--- src/design/gdtg_pkg.sv ---
// Types and constants shared by the downsampler modules
`default_nettype none

package gdtg_pkg;

   localparam int CSR_BITS    = 12;
   localparam int PIXEL_BITS  = 8;
   localparam int LUMA_BITS   = 24;
   localparam int VSUM_BITS   = 26;
   localparam int SUM_BITS    = 28;
   localparam int GRAY_BITS   = 8;
   localparam int GRAY_SHIFT  = 20;

   // BT.601 weights in Q16
   localparam logic [15:0] LUMA_R = 16'd19595;
   localparam logic [15:0] LUMA_G = 16'd38470;
   localparam logic [15:0] LUMA_B = 16'd7471;

   localparam logic [CSR_BITS-1:0] WIDTH_RESET  = 12'd640;
   localparam logic [CSR_BITS-1:0] HEIGHT_RESET = 12'd480;

   localparam int QUEUE_DEPTH = 4;
   localparam int QPTR_BITS   = $clog2(QUEUE_DEPTH);
   localparam int QCOUNT_BITS = $clog2(QUEUE_DEPTH + 1);

   typedef enum logic [0:0] {
      CSR_SOURCE_WIDTH  = 1'b0,
      CSR_SOURCE_HEIGHT = 1'b1
   } csr_index_type;

   typedef struct packed {
      logic [LUMA_BITS-1:0] older;
      logic [LUMA_BITS-1:0] newer;
   } line_pair_type;

   typedef struct packed {
      logic emit;
      logic border;
      logic row_end;
      logic frame_end;
   } pixel_flags_type;

   typedef struct packed {
      logic [LUMA_BITS-1:0] top;
      logic [LUMA_BITS-1:0] mid;
      logic [LUMA_BITS-1:0] cur;
      pixel_flags_type      flags;
   } column_entry_type;

endpackage

`default_nettype wire

--- src/design/gdtg_channels.sv ---
// Request and response channel interfaces of the downsampler
`default_nettype none


interface gdtg_rsp_if;
   logic       valid;
   logic       ready;
   logic [7:0] gray;
   logic       row_end;
   logic       frame_end;

   modport source (output valid, output gray, output row_end, output frame_end, input ready);
   modport sink   (input valid, input gray, input row_end, input frame_end, output ready);
endinterface

`default_nettype wire

--- src/design/gdtg_back.sv ---
// Back end: vertical sums, horizontal window and the response register
`default_nettype none

module gdtg_back (
   input  wire logic                     clock,
   input  wire logic                     reset,
   input  gdtg_pkg::column_entry_type    head_entry,
   input  wire logic                     not_empty,
   output logic                          pop,
   gdtg_rsp_if.source                    rsp
);

   logic                              advance;
   logic [gdtg_pkg::VSUM_BITS-1:0]    head_vsum;
   logic                              v_valid_ff;
   logic [gdtg_pkg::VSUM_BITS-1:0]    v_ff;
   gdtg_pkg::pixel_flags_type         v_flags_ff;
   logic [gdtg_pkg::VSUM_BITS-1:0]    win1_ff;
   logic [gdtg_pkg::VSUM_BITS-1:0]    win2_ff;
   logic [gdtg_pkg::SUM_BITS-1:0]     total;
   logic                              rsp_valid_ff;
   logic [gdtg_pkg::GRAY_BITS-1:0]    gray_ff, gray_in;
   logic                              row_end_ff;
   logic                              frame_end_ff;

   // move on whenever the response register is free or being taken
   assign advance = !rsp_valid_ff || rsp.ready;
   assign pop     = advance && not_empty;

   assign head_vsum = gdtg_pkg::VSUM_BITS'(head_entry.top)
                    + (gdtg_pkg::VSUM_BITS'(head_entry.mid) << 1)
                    + gdtg_pkg::VSUM_BITS'(head_entry.cur);

   assign total = gdtg_pkg::SUM_BITS'(win2_ff)
                + (gdtg_pkg::SUM_BITS'(win1_ff) << 1)
                + gdtg_pkg::SUM_BITS'(v_ff);

   assign gray_in = v_flags_ff.border ? '0
                  : total[gdtg_pkg::GRAY_SHIFT +: gdtg_pkg::GRAY_BITS];

   always_ff @(posedge clock) begin
      if (reset) begin
         v_valid_ff   <= 1'b0;
         rsp_valid_ff <= 1'b0;
         win1_ff      <= '0;
         win2_ff      <= '0;
      end else if (advance) begin
         v_valid_ff   <= not_empty;
         rsp_valid_ff <= v_valid_ff && v_flags_ff.emit;
         if (v_valid_ff) begin
            win2_ff <= win1_ff;
            win1_ff <= v_ff;
         end
      end
   end

   always_ff @(posedge clock) begin
      if (advance) begin
         v_ff         <= head_vsum;
         v_flags_ff   <= head_entry.flags;
         gray_ff      <= gray_in;
         row_end_ff   <= v_flags_ff.row_end;
         frame_end_ff <= v_flags_ff.frame_end;
      end
   end

   assign rsp.valid     = rsp_valid_ff;
   assign rsp.gray      = gray_ff;
   assign rsp.row_end   = row_end_ff;
   assign rsp.frame_end = frame_end_ff;

endmodule

`default_nettype wire

--- src/flat_wrapper.sv ---
// flat-port wrapper written by rule: the top's interface ports become plain ports
module gdtg_back_flat 
  (clock, reset, head_entry, not_empty, pop, rsp_valid, rsp_gray, rsp_row_end, rsp_frame_end, rsp_ready);
  gdtg_rsp_if rsp_i ();
  input  wire logic clock;
  input  wire logic reset;
  input  gdtg_pkg::column_entry_type head_entry;
  input  wire logic not_empty;
  output logic pop;
  output wire logic [$bits(rsp_i.valid)-1:0] rsp_valid;
  output wire logic [$bits(rsp_i.gray)-1:0] rsp_gray;
  output wire logic [$bits(rsp_i.row_end)-1:0] rsp_row_end;
  output wire logic [$bits(rsp_i.frame_end)-1:0] rsp_frame_end;
  input wire logic [$bits(rsp_i.ready)-1:0] rsp_ready;
  assign rsp_valid = rsp_i.valid;
  assign rsp_gray = rsp_i.gray;
  assign rsp_row_end = rsp_i.row_end;
  assign rsp_frame_end = rsp_i.frame_end;
  assign rsp_i.ready = rsp_ready;
  gdtg_back u_core (.clock(clock), .reset(reset), .head_entry(head_entry), .not_empty(not_empty), .pop(pop), .rsp(rsp_i));
endmodule
--- config.mk ---
export PLATFORM = sky130hd
export DESIGN_NAME = gdtg_back_flat
export DESIGN_NICKNAME = d
export VERILOG_FILES = /design/src/design/gdtg_pkg.sv /design/src/design/gdtg_channels.sv /design/src/design/gdtg_back.sv /design/src/flat_wrapper.sv
export SDC_FILE = /design/constraint.sdc
export NUM_CORES = 1
export LEC_CHECK = 0
export ABC_AREA = 1
export BUFFER_PORTS_ARGS = -buffer_cell sky130_fd_sc_hd__buf_2
export CAP_MARGIN = 20
export CORE_MARGIN = 5
export CORE_UTILIZATION = 60
export DETAILED_ROUTE_END_ITERATION = 8
export HOLD_SLACK_MARGIN = 0.02
export PLACE_DENSITY = 0.83
export SYNTH_ARGS = -nofsm -noshare
export SYNTH_HDL_FRONTEND = slang
export SYNTH_SLANG_ARGS = --single-unit
--- constraint.sdc ---
create_clock -name clock -period 6 [get_ports clock]
set_input_delay 0.9 -clock clock [delete_from_list [all_inputs] [get_ports clock]]
set_output_delay 0.9 -clock clock [all_outputs]
set_load 0.1 [all_outputs]
After elaboration in Yosys (flattened, before gate mapping)
Cells that the tools add are included.
{ "totals": {"ff_bits": 94, "out_inout_bits": 12} }
{ "classes": {"add_sub_neg": 4, "n_reduce_logical": 5} }
{ "ops": {"columns": ["cell", "n"], "rows": [
  ["26-bit by 27-bit adder with 28-bit output", 1],
  ["28-bit by 26-bit adder with 28-bit output", 1],
  ["24-bit by 25-bit adder with 26-bit output", 1],
  ["26-bit by 24-bit adder with 26-bit output", 1],
  ["1-bit logical AND", 2],
  ["2-bit AND reduction", 1],
  ["1-bit zero test", 1],
  ["1-bit logical OR", 1]
]} }

Depth between registers and ports, before layout
Gate-level depths: netlist of the first run.
{ "depth": {"ltp_word": 3, "ltp_mapped": 15, "mapped_depth_nobuf": 15} }

Worst setup path after synthesis of the first run
OpenSTA, ideal clock, no wires.
{ "synth_path": {"path_type": "in2out", "start": "input rsp_ready", "end": "output pop", "arrival_ns": 2.574, "required_ns": 5.100, "path_slack_ns": 2.526, "cell_stages": 4, "n_path_buf": 0, "path_cell_list": "nor2_1 > inv_1 > nand2_1 > inv_1"} }
{ "synth_via": {"elab_chain_len": 2} }
{ "synth_lines": {"columns": ["item", "line_no", "source"], "rows": [
  ["start, declared", "flat_wrapper.sv:14", "input wire logic [$bits(rsp_i.ready)-1:0] rsp_ready;"],
  ["1-bit logical OR", "gdtg_back.sv:27", "assign advance = !rsp_valid_ff || rsp.ready;"],
  ["1-bit logical AND", "gdtg_back.sv:28", "assign pop = advance && not_empty;"],
  ["end, declared", "flat_wrapper.sv:9", "output logic pop;"]
]} }
No other way between the ends.

Final worst setup path of the first run
Ends and elaborated chain as after synthesis.

==> results of run 1 <==
## worst reg2reg max path, stage by stage (launching register included)
cell      delay [ns]
edfxtp_1        0.42
fa_1            0.45
ha_1            0.39
nand2_2         0.12
inv_2           0.07
nand2_2         0.05
nor2_2          0.11
nand2_1         0.10
or2_1           0.23
nand3_1         0.08
nand2_1         0.05
inv_1           0.07
nor2_2          0.04
## stage by stage
| step | area [um2] | instances | power, mW | util | worst slack [ns] |
|---|---|---|---|---|---|
| after floorplan | 6920 | 868 | 1.86 | - | 2.53 |
| after global placement | 7480 | 1088 | 2.12 | 0.658 | 2.70 |
| after detailed placement | 7480 | 1088 | 2.14 | 0.658 | 2.66 |
| after CTS | 7780 | 1104 | 2.72 | 0.684 | 2.66 |
| after global routing | 7780 | 1104 | 2.95 | 0.684 | 2.56 |
| final | 7780 | 1104 | 2.73 | 0.684 | 2.71 |
## cells by family (layout without fill, tap and decap cells)
family                     Yosys count  in the layout  share of synthesized area
buffers and inverters              114            207                     0.0665
DFF                                 94             94                      0.330
xor gates and xnor gates            18             18                     0.0228
AOI/OAI and AO/OA                  138            138                      0.110
and+or+nand+nor                    405            405                      0.239
adders and majority gates           99             99                      0.232
## flip-flops by register name, summed over array words and instances, names as in the netlist
name,count
u_core.win2_ff,26
u_core.win1_ff,26
u_core.v_flags_ff,4
u_core.rsp.row_end,1
u_core.v_valid_ff,1
u_core.rsp.valid,1
u_core.rsp.frame_end,1
u_core.v_ff,26
u_core.rsp.gray,8
## final cells by class
class,instances,area [um2]
inverters,97,364
repair buffers,94,478
clock inverters,6,67.6
well taps,143,179
clock buffers,10,229
flip-flops and latches,94,2280
multi-input cells,660,4180
fillers,984,3590
## power groups by stage
stage	combinational, mW	clock [mW]	sequential [mW]
after global placement	1.20	0	0.926
after floorplan	0.820	0	1.04
after detailed placement	1.22	0	0.928
after global routing	1.41	0.609	0.931
after CTS	1.23	0.577	0.915
final	1.23	0.575	0.918
## routing by layer
metal	wire length, um	up-vias	global-route usage
met1	6430	2677	0.271
met3	687	40	0.0371
li1	-	3016	-
met2	6890	154	0.370
met5	0	-	0
met4	438	0	0.0856
## how the worst max path moves through the flow
stage | cells past startpoint | start | end
floorplan | 4 | rsp_ready | pop
global placement | 7 | rsp_ready | pop
detailed placement | 7 | rsp_ready | pop
CTS | 7 | rsp_ready | pop
global route | 7 | rsp_ready | pop
finish | 7 | rsp_ready | pop
## synthesized netlist by cell type, drive strengths merged, types with 2 or more instances
master / instances
nor3: 10
nor2: 78
ha: 50
a21o: 2
nand3b: 2
dfxtp: 54
xor2: 15
nand3: 35
a211oi: 12
edfxtp: 40
o21ai: 22
a21oi: 91
xnor2: 3
clkbuf: 7
inv: 97
fa: 49
nand2: 265
o21bai: 7
nand4: 11
buf: 10
o21a: 2
==> reports/summary.txt, run 1 <==
final clock skew: 0.00753 ns
Post-Syn Instances: 868
period utilization: 0.548
largest net degree at the start of global routing: 58
final setup vio count: 0
P&R area growth vs syn: 12.4%
Netlist cell types: 35
Synth Area per Inst: 7.98 um2
status: completed
1st-iter DRT viols: 397
Ports: 92
Yosys top cell area share: 0.173
Switching Share: 0.429
Post-CTS Resized: 0
worst skew pair latency: 0.35 ns
worst vdd ir: 0.220 mV
Net Count, Synth: 1047
pwr/cell area: 350 nW/um2
delay-heaviest family, CP: buffers and inverters
FP Rows: 39
Crit Reg-Reg Endpoint: u_core.rsp.gray[3]
Critical Path AT: 2.39 ns
die height: 117 um
Worst R2R Path Depth: 12
first-pass GRT wire length: 25200 um
Net Sw Power: 1.17 mW
Worst Max-Slew Pin Slew: 0.968 ns
Slowest-stage cell, CP: buf_4
DR vias: 5887
vias per cell: 5.33
RSZ-0062 raised after global routing: no
WHS Endpoint: u_core.rsp.row_end
Chip Width: 117 um
Post-synth EDFFs: 40
FF-to-FF setup slack: 3.58 ns
Post-synth ARST share: 0
largest cells by area after synthesis: edfxtp_1 (17%), dfxtp_1 (16%), nand2_1 (14%), fa_1 (14%), ha_1 (9.0%)
Slew Limit Fails: 0
routability congestion estimate: 0.933
Setup CP Type: in2out
Worst setup EP type: output port
reg-to-reg startpoint: u_core.v_ff[21]
final hold vios: 0
die area: 13800 um2
crit path max fanout: 33
Layout Nets: 1135
element type at the critical path start: primary input
commonest non-fill, non-tap cells in the layout: nand2_1 (262), inv_1 (95), buf_2 (91), a21oi_1 (90), nor2_1 (75)
top_reg_cell synth: dfxtp_1
most common cell after layout, fill and taps aside: nand2_1
clk slew on worst S/H paths: 0.06 ns
yosys warns: 0
Residual DRC: 0
Syn Std Cell Area: 6920 um2
Worst Hold Class: reg2reg
clock root buffer: clkbuf_16
cell type with the largest total area after synthesis: edfxtp_1
Routed WL: 14500 um
synthesis-stage register bit count: 94
Power Internal: 1.56 mW
core area: 11400 um2
# Max-Cap Violations: 0
Detail Placement HPWL: 11500 um
share of layout cells above drive strength 1: 0.127
Clock Power Share: 0.211
Antenna Nets Post-Route: 0
clock tree buffer depth: 2
post-CTS setup buffers: 0
input/output buffers: 91
relative slew slack: 0.354
WL/cell: 13.1 um
maximum clock rate: 304 MHz
Initial Util: 0.609
vias in the first global route: 5926
htree depth: 3
Num CTS Buffers: 9
initial antenna violation count: 0
hold_sp: u_core.v_flags_ff[1]
CTS tree: done
sequential power share: 0.337
Hold Path Depth: 0
required time of the critical path: 5.10 ns
cts hold-fix bufs: 0
CP peak stage delay: 0.43 ns
min Tclk post-route: 3.29 ns
setup TNS: 0 ns
gr ovfl total: 0
register area share after synthesis: 0.330
final hold slack: 0.423 ns
Clock Sinks: 94
LEAKAGE: 3.74 nW
Global Route Usage Sum: 0.216
Comb power frac: 0.452
n_diodes: 0
Buf+Inv Stages, Crit Path: 5
worst path cell trace: buf_2 > nor2_1 > inv_1 > buf_4 > nand2_1 > inv_1 > buf_2
Pre-antenna DRT Iters: 5
Power figures use the tool's default switching activity.
==> run 2: changes to the inputs <==
Settings changed: CORE_UTILIZATION 60 to 59, PLACE_DENSITY 0.83 to 0.81.
Clock period 6 ns to 3.1 ns, I/O delays scaled along.
==> run 2 against run 1 <==
Flip-flop and latch count stayed put. Via count rose by 0.25%. Worst hold slack worse by 0.13 ns.
==> reports/summary.txt, run 2 (same netlist as run 1, synthesis figures left out) <==
Layout Nets: 1135 (unchanged)
post-CTS setup buffers: 0 (unchanged)
routability congestion estimate: 0.917 (was 0.933)
gr ovfl total: 0 (unchanged)
most common cell after layout, fill and taps aside: nand2_1 (unchanged)
element type at the critical path start: primary input (unchanged)
Worst Max-Slew Pin Slew: 0.983 ns (was 0.968 ns)
Critical Path AT: 2.59 ns (was 2.39 ns)
vias per cell: 5.35 (was 5.33)
final hold vios: 0 (unchanged)
WL/cell: 13.2 um (was 13.1 um)
Residual DRC: 0 (unchanged)
LEAKAGE: 3.74 nW (about the same)
clock tree buffer depth: 2 (unchanged)
clock root buffer: clkbuf_16 (unchanged)
crit path max fanout: 4 (was 33)
hold_sp: head_entry[3] (was u_core.v_flags_ff[1])
status: completed (unchanged)
htree depth: 3 (unchanged)
vias in the first global route: 5802 (was 5926)
Place WS: 0.286 ns (was 2.66 ns)
Worst setup EP type: flip-flop (was output port)
CTS tree: done (unchanged)
Crit Reg-Reg Endpoint: u_core.rsp.gray[5] (was u_core.rsp.gray[3])
period utilization: 0.803
setup TNS: 0 ns (unchanged)
P&R area growth vs syn: 12.1% (was 12.4%)
FP Rows: 39 (unchanged)
Post-CTS Resized: 0 (unchanged)
final clock skew: 0.00645 ns (was 0.00753 ns)
Ports: 92 (unchanged)
Setup CP Type: in2reg (was in2out)
share of layout cells above drive strength 1: 0.127 (unchanged)
Buf+Inv Stages, Crit Path: 1 (was 5)
commonest non-fill, non-tap cells in the layout: nand2_1 (262), inv_1 (95), buf_2 (91), a21oi_1 (90), nor2_1 (75) (unchanged)
RSZ-0062 raised after global routing: no (unchanged)
biggest regs: u_core.v_ff x26, u_core.win1_ff x26, u_core.win2_ff x26 (unchanged)
final setup vio count: 0 (unchanged)
largest net degree at the start of global routing: 57 (was 58)
relative slew slack: 0.345 (was 0.354)
final hold slack: 0.290 ns (was 0.423 ns)
min Tclk post-route: 2.49 ns
Pre-antenna DRT Iters: 5 (unchanged)
# Max-Cap Violations: 0 (unchanged)
n_diodes: 0 (unchanged)
WHS Endpoint: u_core.v_flags_ff[3] (was u_core.rsp.row_end)
FF-to-FF setup slack: 0.67 ns (was 3.58 ns)
crit-path most repeated cell: nand2_1
reg-to-reg startpoint: u_core.v_ff[16] (was u_core.v_ff[21])
initial antenna violation count: 0 (unchanged)
Antenna Nets Post-Route: 0 (unchanged)
Routed WL: 14600 um (was 14500 um)
Chip Width: 118 um (was 117 um)
Final Util: 0.677 (was 0.684)
Num CTS Buffers: 9 (unchanged)
Slew Limit Fails: 0 (unchanged)
cts hold-fix bufs: 0 (unchanged)
Clock Sinks: 94 (unchanged)
Slowest-stage cell, CP: fa_1 (was buf_4)
Post-Layout Inst Area: 7760 um2 (was 7780 um2)
DP Area: 7480 um2 (unchanged)
Hold Path Depth: 1 (was 0)
delay-heaviest family, CP: adder cells (was buffers and inverters)
Worst R2R Path Depth: 11 (was 12)
maximum clock rate: 401 MHz
Detail Placement HPWL: 11700 um (was 11500 um)
CP peak stage delay: 0.47 ns (was 0.43 ns)
core area: 11500 um2 (was 11400 um2)
pwr/cell area: 670 nW/um2 (was 350 nW/um2)
die area: 14000 um2 (was 13800 um2)
Initial Util: 0.604 (was 0.609)
DR vias: 5902 (was 5887)
1st-iter DRT viols: 357 (was 397)
die height: 118 um (was 117 um)
input/output buffers: 91 (unchanged)
Worst Hold Class: in2reg (was reg2reg)
worst path cell trace: buf_2 > fa_1 > ha_1 > fa_1 > nand3_1 > nand2_1 > nand2_1 > nand2_1 > nand4_1 > nand3_1 > nand2_1 > nand2_1 (was buf_2 > nor2_1 > inv_1 > buf_4 > nand2_1 > inv_1 > buf_2)
worst skew pair latency: 0.35 ns (about the same)
Global Route Usage Sum: 0.213 (was 0.216)
Final WS setup: 0.609 ns (was 2.71 ns)
first-pass GRT wire length: 24900 um (was 25200 um)
required time of the critical path: 3.20 ns (was 5.10 ns)
clk slew on worst S/H paths: 0.07 ns (was 0.06 ns)
worst vdd ir: 0.520 mV (was 0.220 mV)
run 2: report_power, final:
part | switching, mW | internal [mW] | total, mW
registers | 0.188 | 1.60 | 1.78
logic | 1.60 | 0.786 | 2.38
clock network | 0.483 | 0.550 | 1.03
total | 2.27 | 2.93 | 5.20
run 2: final cells by class:
cell class / count / area [um2]
well taps: 143 / 179
inverters: 97 / 364
fillers: 982 / 3710
flip-flops and latches: 94 / 2280
clock buffers: 10 / 229
multi-input cells: 660 / 4180
repair buffers: 94 / 478
clock inverters: 6 / 45.0
run 2: how the worst max path moves through the flow:
| stage | startpoint | to | slack [ns] | cells after the start |
|---|---|---|---|---|
| 2_1_floorplan | u_core.rsp.valid | pop | 0.18 | 5 |
| 3_3_place_gp | head_entry[5] | u_core.v_ff[13] | 0.32 | 10 |
| 3_5_place_dp | head_entry[5] | u_core.v_ff[17] | 0.29 | 11 |
| 4_1_cts | head_entry[5] | u_core.v_ff[17] | 0.65 | 11 |
| 5_1_grt | u_core.v_ff[22] | u_core.rsp.gray[3] | 0.50 | 12 |
| 6_report | head_entry[5] | u_core.v_ff[23] | 0.61 | 12 |
run 2: routing by layer:
metal / vias to the layer above / wire length, um / track usage
met5: - / 0 / 0
met4: 0 / 436 / 0.0925
met3: 31 / 634 / 0.0253
met2: 178 / 6920 / 0.364
met1: 2680 / 6630 / 0.273
li1: 3013 / - / -
run 2: stage by stage:
stage	total power, mW	std cells
detailed placement	4.16	1088
CTS	5.21	1104
global placement	4.13	1088
floorplan	3.60	868
global route	5.62	1104
finish	5.20	1104
